<file path="config.mk">
export PLATFORM = sky130hd
export DESIGN_NAME = crossing_gate_sequencer_unit
export DESIGN_NICKNAME = d
export VERILOG_FILES = /design/src/hdl/cgs_pkg.sv /design/src/hdl/cgs_cfg.sv /design/src/hdl/cgs_step.sv /design/src/hdl/crossing_gate_sequencer_unit.sv
export SDC_FILE = /design/constraint.sdc
export NUM_CORES = 1
export LEC_CHECK = 0
export ABC_AREA = 1
export BUFFER_PORTS_ARGS = -buffer_cell sky130_fd_sc_hd__clkbuf_2
export CORE_MARGIN = 2
export CORE_UTILIZATION = 25
export CTS_CLUSTER_DIAMETER = 100
export CTS_CLUSTER_SIZE = 16
export DETAILED_ROUTE_END_ITERATION = 7
export GPL_ROUTABILITY_DRIVEN = 0
export SYNTH_ARGS = -nofsm -noshare
export SYNTH_HDL_FRONTEND = slang
export SYNTH_SLANG_ARGS = --single-unit
</file>
<file path="constraint.sdc">
create_clock -name clk -period 2.8 [get_ports clk]
set_clock_uncertainty 0.2 [all_clocks]
set_input_delay 0.56 -clock clk [delete_from_list [all_inputs] [get_ports clk]]
set_output_delay 0.56 -clock clk [all_outputs]
set_load 0.05 [all_outputs]
</file>
<file path="src/hdl/cgs_pkg.sv">
`default_nettype none
package cgs_pkg;

	localparam int TIMER_BITS_DEF = 8;
	localparam int CFG_IDX_W = 3;
	localparam int CFG_DATA_W = 8;

	typedef enum logic [CFG_IDX_W-1:0] {
		REG_GATE_MODE       = 3'd0,
		REG_BELL_ONLY_DROP  = 3'd1,
		REG_MAIN_DROP_DELAY = 3'd2,
		REG_MAIN_DROP_TIME  = 3'd3,
		REG_EXIT_DROP_DELAY = 3'd4,
		REG_EXIT_DROP_TIME  = 3'd5,
		REG_EXIT_RISE_LEAD  = 3'd6,
		REG_GATE_RISE_TIME  = 3'd7
	} reg_idx_t;

	localparam logic [2:0] MODE_NONE       = 3'd0;
	localparam logic [2:0] MODE_TWO_NODLY  = 3'd1;
	localparam logic [2:0] MODE_TWO_DLY    = 3'd2;
	localparam logic [2:0] MODE_FOUR_DLY   = 3'd3;
	localparam logic [2:0] MODE_FOUR_SIMUL = 3'd4;

	localparam logic [7:0] RST_MAIN_DROP_DELAY = 8'd40;
	localparam logic [7:0] RST_MAIN_DROP_TIME  = 8'd100;
	localparam logic [7:0] RST_EXIT_DROP_DELAY = 8'd20;
	localparam logic [7:0] RST_EXIT_DROP_TIME  = 8'd100;
	localparam logic [7:0] RST_EXIT_RISE_LEAD  = 8'd50;
	localparam logic [7:0] RST_GATE_RISE_TIME  = 8'd100;

	typedef enum logic [3:0] {
		PH_IDLE            = 4'd0,
		PH_START_SETUP     = 4'd1,
		PH_START           = 4'd2,
		PH_MAIN_DOWN_SETUP = 4'd3,
		PH_MAIN_DOWN       = 4'd4,
		PH_EXIT_WAIT_SETUP = 4'd5,
		PH_EXIT_WAIT       = 4'd6,
		PH_EXIT_DOWN_SETUP = 4'd7,
		PH_EXIT_DOWN       = 4'd8,
		PH_ACTIVE_TWO      = 4'd9,
		PH_ACTIVE_FOUR     = 4'd10,
		PH_ACTIVE_NOGATE   = 4'd11,
		PH_EXIT_UP_SETUP   = 4'd12,
		PH_EXIT_UP         = 4'd13,
		PH_MAIN_UP_SETUP   = 4'd14,
		PH_MAIN_UP         = 4'd15
	} phase_t;

	typedef struct packed {
		logic lights;
		logic bell;
		logic mains;
		logic exits;
	} flags_t;

	typedef struct packed {
		logic [2:0] gate_mode;
		logic       bell_only_during_drop;
		logic [7:0] main_drop_delay;
		logic [7:0] main_drop_time;
		logic [7:0] exit_drop_delay;
		logic [7:0] exit_drop_time;
		logic [7:0] exit_rise_lead;
		logic [7:0] gate_rise_time;
	} cfg_t;

endpackage
`default_nettype wire

</file>
<file path="src/hdl/cgs_cfg.sv">
`default_nettype none
module cgs_cfg
	import cgs_pkg::*;
(
	input  wire logic                  clk,
	input  wire logic                  arst_n,
	input  wire logic                  cfg_we,
	input  wire logic [CFG_IDX_W-1:0]  cfg_index,
	input  wire logic [CFG_DATA_W-1:0] cfg_data,
	output cfg_t                       cfg
);

	cfg_t cfg_q;

	always_ff @(posedge clk or negedge arst_n) begin
		if (!arst_n) begin
			cfg_q.gate_mode             <= MODE_NONE;
			cfg_q.bell_only_during_drop <= 1'b0;
			cfg_q.main_drop_delay       <= RST_MAIN_DROP_DELAY;
			cfg_q.main_drop_time        <= RST_MAIN_DROP_TIME;
			cfg_q.exit_drop_delay       <= RST_EXIT_DROP_DELAY;
			cfg_q.exit_drop_time        <= RST_EXIT_DROP_TIME;
			cfg_q.exit_rise_lead        <= RST_EXIT_RISE_LEAD;
			cfg_q.gate_rise_time        <= RST_GATE_RISE_TIME;
		end else if (cfg_we) begin
			unique case (reg_idx_t'(cfg_index))
				REG_GATE_MODE:       cfg_q.gate_mode <= cfg_data[2:0];
				REG_BELL_ONLY_DROP:  cfg_q.bell_only_during_drop <= cfg_data[0];
				REG_MAIN_DROP_DELAY: cfg_q.main_drop_delay <= cfg_data;
				REG_MAIN_DROP_TIME:  cfg_q.main_drop_time <= cfg_data;
				REG_EXIT_DROP_DELAY: cfg_q.exit_drop_delay <= cfg_data;
				REG_EXIT_DROP_TIME:  cfg_q.exit_drop_time <= cfg_data;
				REG_EXIT_RISE_LEAD:  cfg_q.exit_rise_lead <= cfg_data;
				REG_GATE_RISE_TIME:  cfg_q.gate_rise_time <= cfg_data;
				default: ;
			endcase
		end
	end

	assign cfg = cfg_q;

endmodule
`default_nettype wire

</file>
<file path="src/hdl/cgs_step.sv">
`default_nettype none
module cgs_step
	import cgs_pkg::*;
#(
	parameter int TIMER_BITS = TIMER_BITS_DEF
) (
	input  wire cfg_t             cfg,
	input  wire logic             act,
	input  wire logic             tick,
	input  wire phase_t           phase_cur,
	input  wire logic [TIMER_BITS-1:0] cnt_cur,
	input  wire flags_t           flags_cur,
	output phase_t                phase_nxt,
	output logic [TIMER_BITS-1:0] cnt_nxt,
	output flags_t                flags_nxt
);

	localparam int TW = (TIMER_BITS > 8) ? TIMER_BITS : 8;
	localparam logic [TIMER_BITS-1:0] TMAX = {TIMER_BITS{1'b1}};

	function automatic logic [TIMER_BITS-1:0] load(input logic [7:0] v);
		logic [TW-1:0] wide;
		wide = TW'(v);
		if (wide > TW'(TMAX))
			return TMAX;
		return wide[TIMER_BITS-1:0];
	endfunction

	logic gates, four, quiet;
	logic [TIMER_BITS-1:0] cnt_dec;

	assign gates = cfg.gate_mode != MODE_NONE;
	assign four  = (cfg.gate_mode == MODE_FOUR_DLY) || (cfg.gate_mode == MODE_FOUR_SIMUL);
	assign quiet = gates && cfg.bell_only_during_drop;
	assign cnt_dec = (tick && cnt_cur != '0) ? cnt_cur - 1'b1 : cnt_cur;

	always_comb begin
		phase_nxt = phase_cur;
		cnt_nxt   = cnt_dec;
		flags_nxt = flags_cur;
		unique case (phase_cur)
			PH_IDLE: begin
				if (act) phase_nxt = PH_START_SETUP;
				else flags_nxt = '0;
			end
			PH_START_SETUP: begin
				flags_nxt = '{lights: 1'b1, bell: 1'b1, mains: 1'b0, exits: 1'b0};
				cnt_nxt = (gates && cfg.gate_mode != MODE_TWO_NODLY) ?
					load(cfg.main_drop_delay) : '0;
				phase_nxt = PH_START;
			end
			PH_START: begin
				flags_nxt.lights = 1'b1;
				flags_nxt.bell   = 1'b1;
				if (!act) phase_nxt = PH_IDLE;
				else if (cnt_dec == '0)
					phase_nxt = gates ? PH_MAIN_DOWN_SETUP : PH_ACTIVE_NOGATE;
			end
			PH_MAIN_DOWN_SETUP: begin
				if (!act) begin
					phase_nxt = PH_IDLE;
				end else begin
					flags_nxt = '{lights: 1'b1, bell: 1'b1, mains: 1'b1, exits: 1'b0};
					cnt_nxt = load(cfg.main_drop_time);
					phase_nxt = PH_MAIN_DOWN;
				end
			end
			PH_MAIN_DOWN: begin
				flags_nxt.mains = 1'b1;
				flags_nxt.exits = 1'b0;
				if (!act) phase_nxt = PH_MAIN_UP_SETUP;
				else if (cnt_dec == '0)
					phase_nxt = four ? PH_EXIT_WAIT_SETUP : PH_ACTIVE_TWO;
			end
			PH_EXIT_WAIT_SETUP: begin
				flags_nxt.mains  = 1'b1;
				flags_nxt.lights = 1'b1;
				flags_nxt.bell   = 1'b1;
				if (!act) begin
					phase_nxt = PH_MAIN_UP_SETUP;
				end else begin
					cnt_nxt = load(cfg.exit_drop_delay);
					phase_nxt = PH_EXIT_WAIT;
				end
			end
			PH_EXIT_WAIT: begin
				flags_nxt.mains  = 1'b1;
				flags_nxt.lights = 1'b1;
				flags_nxt.bell   = 1'b1;
				if (!act) phase_nxt = PH_MAIN_UP_SETUP;
				else if (cnt_dec == '0) phase_nxt = PH_EXIT_DOWN_SETUP;
			end
			PH_EXIT_DOWN_SETUP: begin
				flags_nxt.mains  = 1'b1;
				flags_nxt.lights = 1'b1;
				flags_nxt.bell   = 1'b1;
				if (!act) begin
					phase_nxt = PH_MAIN_UP_SETUP;
				end else begin
					cnt_nxt = load(cfg.exit_drop_time);
					phase_nxt = PH_EXIT_DOWN;
				end
			end
			PH_EXIT_DOWN: begin
				flags_nxt = '1;
				if (!act) phase_nxt = PH_EXIT_UP_SETUP;
				else if (cnt_dec == '0) phase_nxt = PH_ACTIVE_FOUR;
			end
			PH_ACTIVE_TWO: begin
				flags_nxt = '{lights: 1'b1, bell: !quiet, mains: 1'b1, exits: 1'b0};
				if (!act) phase_nxt = PH_MAIN_UP_SETUP;
			end
			PH_ACTIVE_FOUR: begin
				flags_nxt = '{lights: 1'b1, bell: !quiet, mains: 1'b1, exits: 1'b1};
				if (!act) phase_nxt = PH_EXIT_UP_SETUP;
			end
			PH_ACTIVE_NOGATE: begin
				flags_nxt = '{lights: 1'b1, bell: !quiet, mains: 1'b0, exits: 1'b0};
				if (!act) phase_nxt = PH_IDLE;
			end
			PH_EXIT_UP_SETUP: begin
				flags_nxt.exits = 1'b0;
				if (cfg.gate_mode == MODE_FOUR_DLY) begin
					cnt_nxt = load(cfg.exit_rise_lead);
				end else begin
					cnt_nxt = '0;
					flags_nxt.mains = 1'b0;
				end
				phase_nxt = PH_EXIT_UP;
			end
			PH_EXIT_UP: begin
				flags_nxt.exits = 1'b0;
				if (act) phase_nxt = PH_MAIN_DOWN_SETUP;
				else if (cnt_dec == '0) phase_nxt = PH_MAIN_UP_SETUP;
			end
			PH_MAIN_UP_SETUP: begin
				flags_nxt.mains = 1'b0;
				flags_nxt.exits = 1'b0;
				cnt_nxt = gates ? load(cfg.gate_rise_time) : '0;
				phase_nxt = PH_MAIN_UP;
			end
			PH_MAIN_UP: begin
				flags_nxt.mains = 1'b0;
				flags_nxt.exits = 1'b0;
				if (cnt_dec == '0) phase_nxt = PH_IDLE;
			end
			default: phase_nxt = PH_IDLE;
		endcase
	end

endmodule
`default_nettype wire

</file>
<file path="src/hdl/crossing_gate_sequencer_unit.sv">
// An item is first held in the input register; its result is registered when it advances.
// Throughput: one item per cycle unless out_ready stalls the result; the phase and countdown update is combinational.
// An input register and the result register sit between the channels; when both
// are full, in_ready follows out_ready in the same cycle.
// Reset (arst_n low, asynchronous) sets the phase to idle, the countdown and
// all drive flags to zero, and the timing registers to their default values.
`default_nettype none
module crossing_gate_sequencer_unit
	import cgs_pkg::*;
#(
	parameter int TIMER_BITS = TIMER_BITS_DEF
) (
	input  wire logic                  clk,
	input  wire logic                  arst_n,
	input  wire logic                  in_valid,
	output logic                       in_ready,
	input  wire logic                  train_present,
	input  wire logic                  tenth_tick,
	output logic                       out_valid,
	input  wire logic                  out_ready,
	output logic                       lights_on,
	output logic                       bell_on,
	output logic                       main_gates_down,
	output logic                       exit_gates_down,
	input  wire logic                  cfg_we,
	input  wire logic [CFG_IDX_W-1:0]  cfg_index,
	input  wire logic [CFG_DATA_W-1:0] cfg_data
);

	cfg_t cfg;

	logic valid_s1, act_s1, tick_s1;
	logic advance;

	phase_t phase_q, phase_nxt;
	logic [TIMER_BITS-1:0] cnt_q, cnt_nxt;
	flags_t flags_q, flags_nxt;
	logic out_valid_q;

	cgs_cfg u_cfg (
		.clk      (clk),
		.arst_n   (arst_n),
		.cfg_we   (cfg_we),
		.cfg_index(cfg_index),
		.cfg_data (cfg_data),
		.cfg      (cfg)
	);

	assign advance  = valid_s1 && (!out_valid_q || out_ready);
	assign in_ready = !valid_s1 || advance;

	always_ff @(posedge clk or negedge arst_n) begin
		if (!arst_n) begin
			valid_s1 <= 1'b0;
		end else if (in_ready) begin
			valid_s1 <= in_valid;
		end
	end

	always_ff @(posedge clk) begin
		if (in_ready && in_valid) begin
			act_s1  <= train_present;
			tick_s1 <= tenth_tick;
		end
	end

	cgs_step #(
		.TIMER_BITS(TIMER_BITS)
	) u_step (
		.cfg      (cfg),
		.act      (act_s1),
		.tick     (tick_s1),
		.phase_cur(phase_q),
		.cnt_cur  (cnt_q),
		.flags_cur(flags_q),
		.phase_nxt(phase_nxt),
		.cnt_nxt  (cnt_nxt),
		.flags_nxt(flags_nxt)
	);

	// The flags are both sequencer state and the result payload; they change only
	// when the result register is free, so a stalled result holds.
	always_ff @(posedge clk or negedge arst_n) begin
		if (!arst_n) begin
			phase_q     <= PH_IDLE;
			cnt_q       <= '0;
			flags_q     <= '0;
			out_valid_q <= 1'b0;
		end else begin
			if (advance) begin
				phase_q <= phase_nxt;
				cnt_q   <= cnt_nxt;
				flags_q <= flags_nxt;
			end
			if (advance)
				out_valid_q <= 1'b1;
			else if (out_ready)
				out_valid_q <= 1'b0;
		end
	end

	assign out_valid       = out_valid_q;
	assign lights_on       = flags_q.lights;
	assign bell_on         = flags_q.bell;
	assign main_gates_down = flags_q.mains;
	assign exit_gates_down = flags_q.exits;

`ifndef SYNTH
	a_exit_needs_main: assert property (@(posedge clk) disable iff (!arst_n)
		flags_q.exits |-> flags_q.mains)
		else $error("exit gates down while main gates up");

	a_bell_needs_lights: assert property (@(posedge clk) disable iff (!arst_n)
		flags_q.bell |-> flags_q.lights)
		else $error("bell on without lights");

	a_advance_gives_result: assert property (@(posedge clk) disable iff (!arst_n)
		advance |=> out_valid_q)
		else $error("processed item produced no result");

	a_state_holds_idle: assert property (@(posedge clk) disable iff (!arst_n)
		!advance |=> ($stable(phase_q) && $stable(cnt_q) && $stable(flags_q)))
		else $error("state changed without an item");
`endif

endmodule
`default_nettype wire

</file>
==> flow_metrics.env <==
export IMPL_cts_sinks=72
export IMPL_ys_seq_elements=72
export IMPL_slew_viol_final=0
export IMPL_root_buffer="clkbuf_16"
export IMPL_drive_gt1_share_pct=17.0
export IMPL_numPortBuffers=23
export IMPL_drc_errors=0
export IMPL_fmax_mhz=430
export IMPL_syn_area_um2=3900
export IMPL_postCtsHoldBufs=0
export IMPL_cts_buffers_inserted=9
export IMPL_final_net_count=554
export IMPL_hold_path_class="in -> async"
export IMPL_fin_util_pct=29.7
export IMPL_syn_instance_count=507
export IMPL_synth_area_per_cell_um2=7.69
export IMPL_path_clk_slew_ps=60
export IMPL_cts_resized=0
export IMPL_min_period_ps=2330
export IMPL_max_cap_viol_count=0
export IMPL_antenna_left=0
export IMPL_grt_pass1_wl_um=16900
export IMPL_overflow=0
export IMPL_grt_pass1_vias=3193
export IMPL_drt_wl_total_um=10200
export IMPL_gr_usage_all_layers_pct=13.1
export IMPL_die_height_um=129
export IMPL_synth_top_cells_by_area="dfrtp_1 (35%), nand2_1 (15%), dfstp_2 (11%)"
export IMPL_seq_area_um2=1830
export IMPL_multi_input_area_um2=1790
export IMPL_avgRoutedWirePerCell_um=14.0
export IMPL_num_rows=45
export IMPL_nFillCells=1645
export IMPL_p_leak_nw=2.10
export IMPL_peakVddDrop_mv=0.353
export IMPL_critPathLaunchType="flip-flop"
export IMPL_cts_tree="built"
export IMPL_num_io_pins=24
export IMPL_synth_top_area_cell="dfrtp_1"
export IMPL_start_util_pct=25.6
export IMPL_outcome="finished clean"
export IMPL_ys_flop_type="dfrtp_1"
export IMPL_cts_setup_buffers=0
export IMPL_endpoint_kind="flip-flop"
export IMPL_cp_max_fo=10
export IMPL_final_hold_viol_count=0
export IMPL_finalCritPeriodShare_pct=83.0
export IMPL_ys_seq_area_share_pct=47.0
export IMPL_maxSlewHeadroom_pct=59.3
export IMPL_setup_violations=0
export IMPL_antenna_found_initial=0
export IMPL_arrival_ps=2340
export IMPL_syn_to_final_growth_pct=16.0
export IMPL_powerDensity_nw_per_um2=933
export IMPL_grt_max_degree=36
export IMPL_cp_required_ps=2820
export IMPL_yosysWarnings=0
export IMPL_synthArstFlopShare_pct=97.2
export IMPL_fp_dieW_um=129
export IMPL_synth_top_area_share_pct=34.7
export IMPL_timing_setup_tns_ps=0
export IMPL_ys_types=41
export IMPL_worstSkewPairLatency_ps=330
export IMPL_dp_hpwl_um=7420
export IMPL_drt_pass1_iterations=5
export IMPL_worst_pin_slew_ps=608
export IMPL_die_area_um2=16600
export IMPL_clockBufferDepth=2
export IMPL_cts_max_level=3
export IMPL_synth_net_count=526
export IMPL_initialDrtViolationCount=254
export IMPL_core_um2=15200
export IMPL_rsz0062_at_grt="false"
export IMPL_via_per_inst=4.65
export IMPL_antenna_cells=0
export IMPL_synth_edf_count=2
export IMPL_via_count=3384
export IMPL_crit_type="reg -> reg"
through the flow:
step | instance area (um2) | cells | hold slack [ps] | power [mW] | setup slack (ps)
2_1_floorplan | 3900 | 507 | 64.4 | 2.71 | 775
3_3_place_gp | 4240 | 712 | 267 | 3.13 | 502
3_5_place_dp | 4240 | 712 | 273 | 3.13 | 492
4_1_cts | 4520 | 728 | 84.8 | 4.24 | 483
5_1_grt | 4520 | 728 | 111 | 4.53 | 284
6_report | 4520 | 728 | 72.6 | 4.22 | 475
final cells by class:
cell class | count | area share, %
Sequential cell | 72 | 40.5
Multi-Input combinational cell | 366 | 39.7
Clock buffer | 12 | 5.67
Tap cell | 188 | 5.20
Inverter | 57 | 4.79
Timing Repair Buffer | 29 | 3.54
Clock inverter | 4 | 0.609
critical path, stage by stage (launching register included):
cell and delay [ps]:
dfrtp_1 410, inv_1 150, ha_1 310, inv_2 80
nor3_4 150, nand2_4 110, nand2_8 110, nand2_1 80
o21ai_2 100, nand2_1 90, nor2_2 90, nand2_2 70
nand2_4 90, nand2_4 60, nand2_1 70, nand2_1 50
worst paths after layout:
kind                                            from                   endpoint  slack, ps  cells after the start
max                             cnt_q[0]$_DFFE_PN0P_     phase_q[3]$_DFFE_PN0P_        470                     15
min                                           arst_n  u_cfg.cfg[42]$_DFFE_PN0P_         70                      2
max reg2reg                     cnt_q[0]$_DFFE_PN0P_     phase_q[3]$_DFFE_PN0P_        470                     15
min reg2reg                u_cfg.cfg[25]$_DFFE_PN0P_  u_cfg.cfg[25]$_DFFE_PN0P_        290                      2
max in group asynchronous                     arst_n  u_cfg.cfg[13]$_DFFE_PN1P_       1950                      2
min in group clk                       train_present           act_s1$_DFFE_PP_        210                      1
per-layer routing:
metal	vias up	wire (um)	GRT usage, %
li1	1729	-	-
met1	1570	5190	18.8
met2	74	4470	19.5
met3	11	381	2.99
met4	0	170	4.28
met5	-	0	0
synthesized netlist by cell type (2+ instances only):
| master | count |
|---|---|
| nand2_1 | 153 |
| o21ai_0 | 70 |
| dfrtp_1 | 54 |
| inv_1 | 49 |
| nand3_1 | 36 |
| nor2_1 | 34 |
| a21oi_1 | 16 |
| dfstp_2 | 16 |
| clkbuf_1 | 8 |
| inv_2 | 7 |
| nor2_2 | 7 |
| nand2_2 | 5 |
| o2111ai_1 | 4 |
| o21ai_1 | 4 |
| nand2_4 | 3 |
| nand4_1 | 3 |
| nor2_4 | 3 |
| nor3_1 | 3 |
| a31oi_1 | 2 |
| buf_2 | 2 |
| buf_4 | 2 |
| edfxtp_1 | 2 |
| nor3_4 | 2 |
| o211ai_1 | 2 |
| o21a_1 | 2 |
| o21ai_2 | 2 |
| xor2_1 | 2 |
logic make-up (layout without fill, tap and decap cells):
kind of cell	Yosys count	in the layout	share of synthesized area (%)
AND/OR/NAND/NOR	252	252	28.9
AO/OA/AOI/OAI	111	111	16.4
XOR/XNOR	2	2	0.450
adder cells (fa/ha/maj)	1	1	0.321
buffers and inverters	69	102	6.97
flip-flops	72	72	47.0
state kept, by name, summed over array words and instances (netlist names):
name	cells
u_cfg.cfg	52
valid_s1	1
tick_s1	1
main_gates_down	1
act_s1	1
phase_q	4
out_valid	1
lights_on	1
exit_gates_down	1
bell_on	1
cnt_q	8
cell usage in the layout (no fill, tap or decap), drive strengths merged, types with 3 or more instances in the layout:
cell type	count
nand2	162
dfrtp	54
buf	7
nand3	36
clkbuf	34
o21ai	76
nand4	3
nor2	44
a21oi	16
o2111ai	4
inv	58
dfstp	16
nor3	5
where the power goes:
| part | switching [mW] | internal [mW] | total (mW) |
|---|---|---|---|
| Sequential | 0.227 | 1.34 | 1.57 |
| Combinational | 1.06 | 0.495 | 1.55 |
| Clock | 0.450 | 0.649 | 1.10 |
| Total | 1.74 | 2.48 | 4.22 |
(Power assumes the default switching activity.)
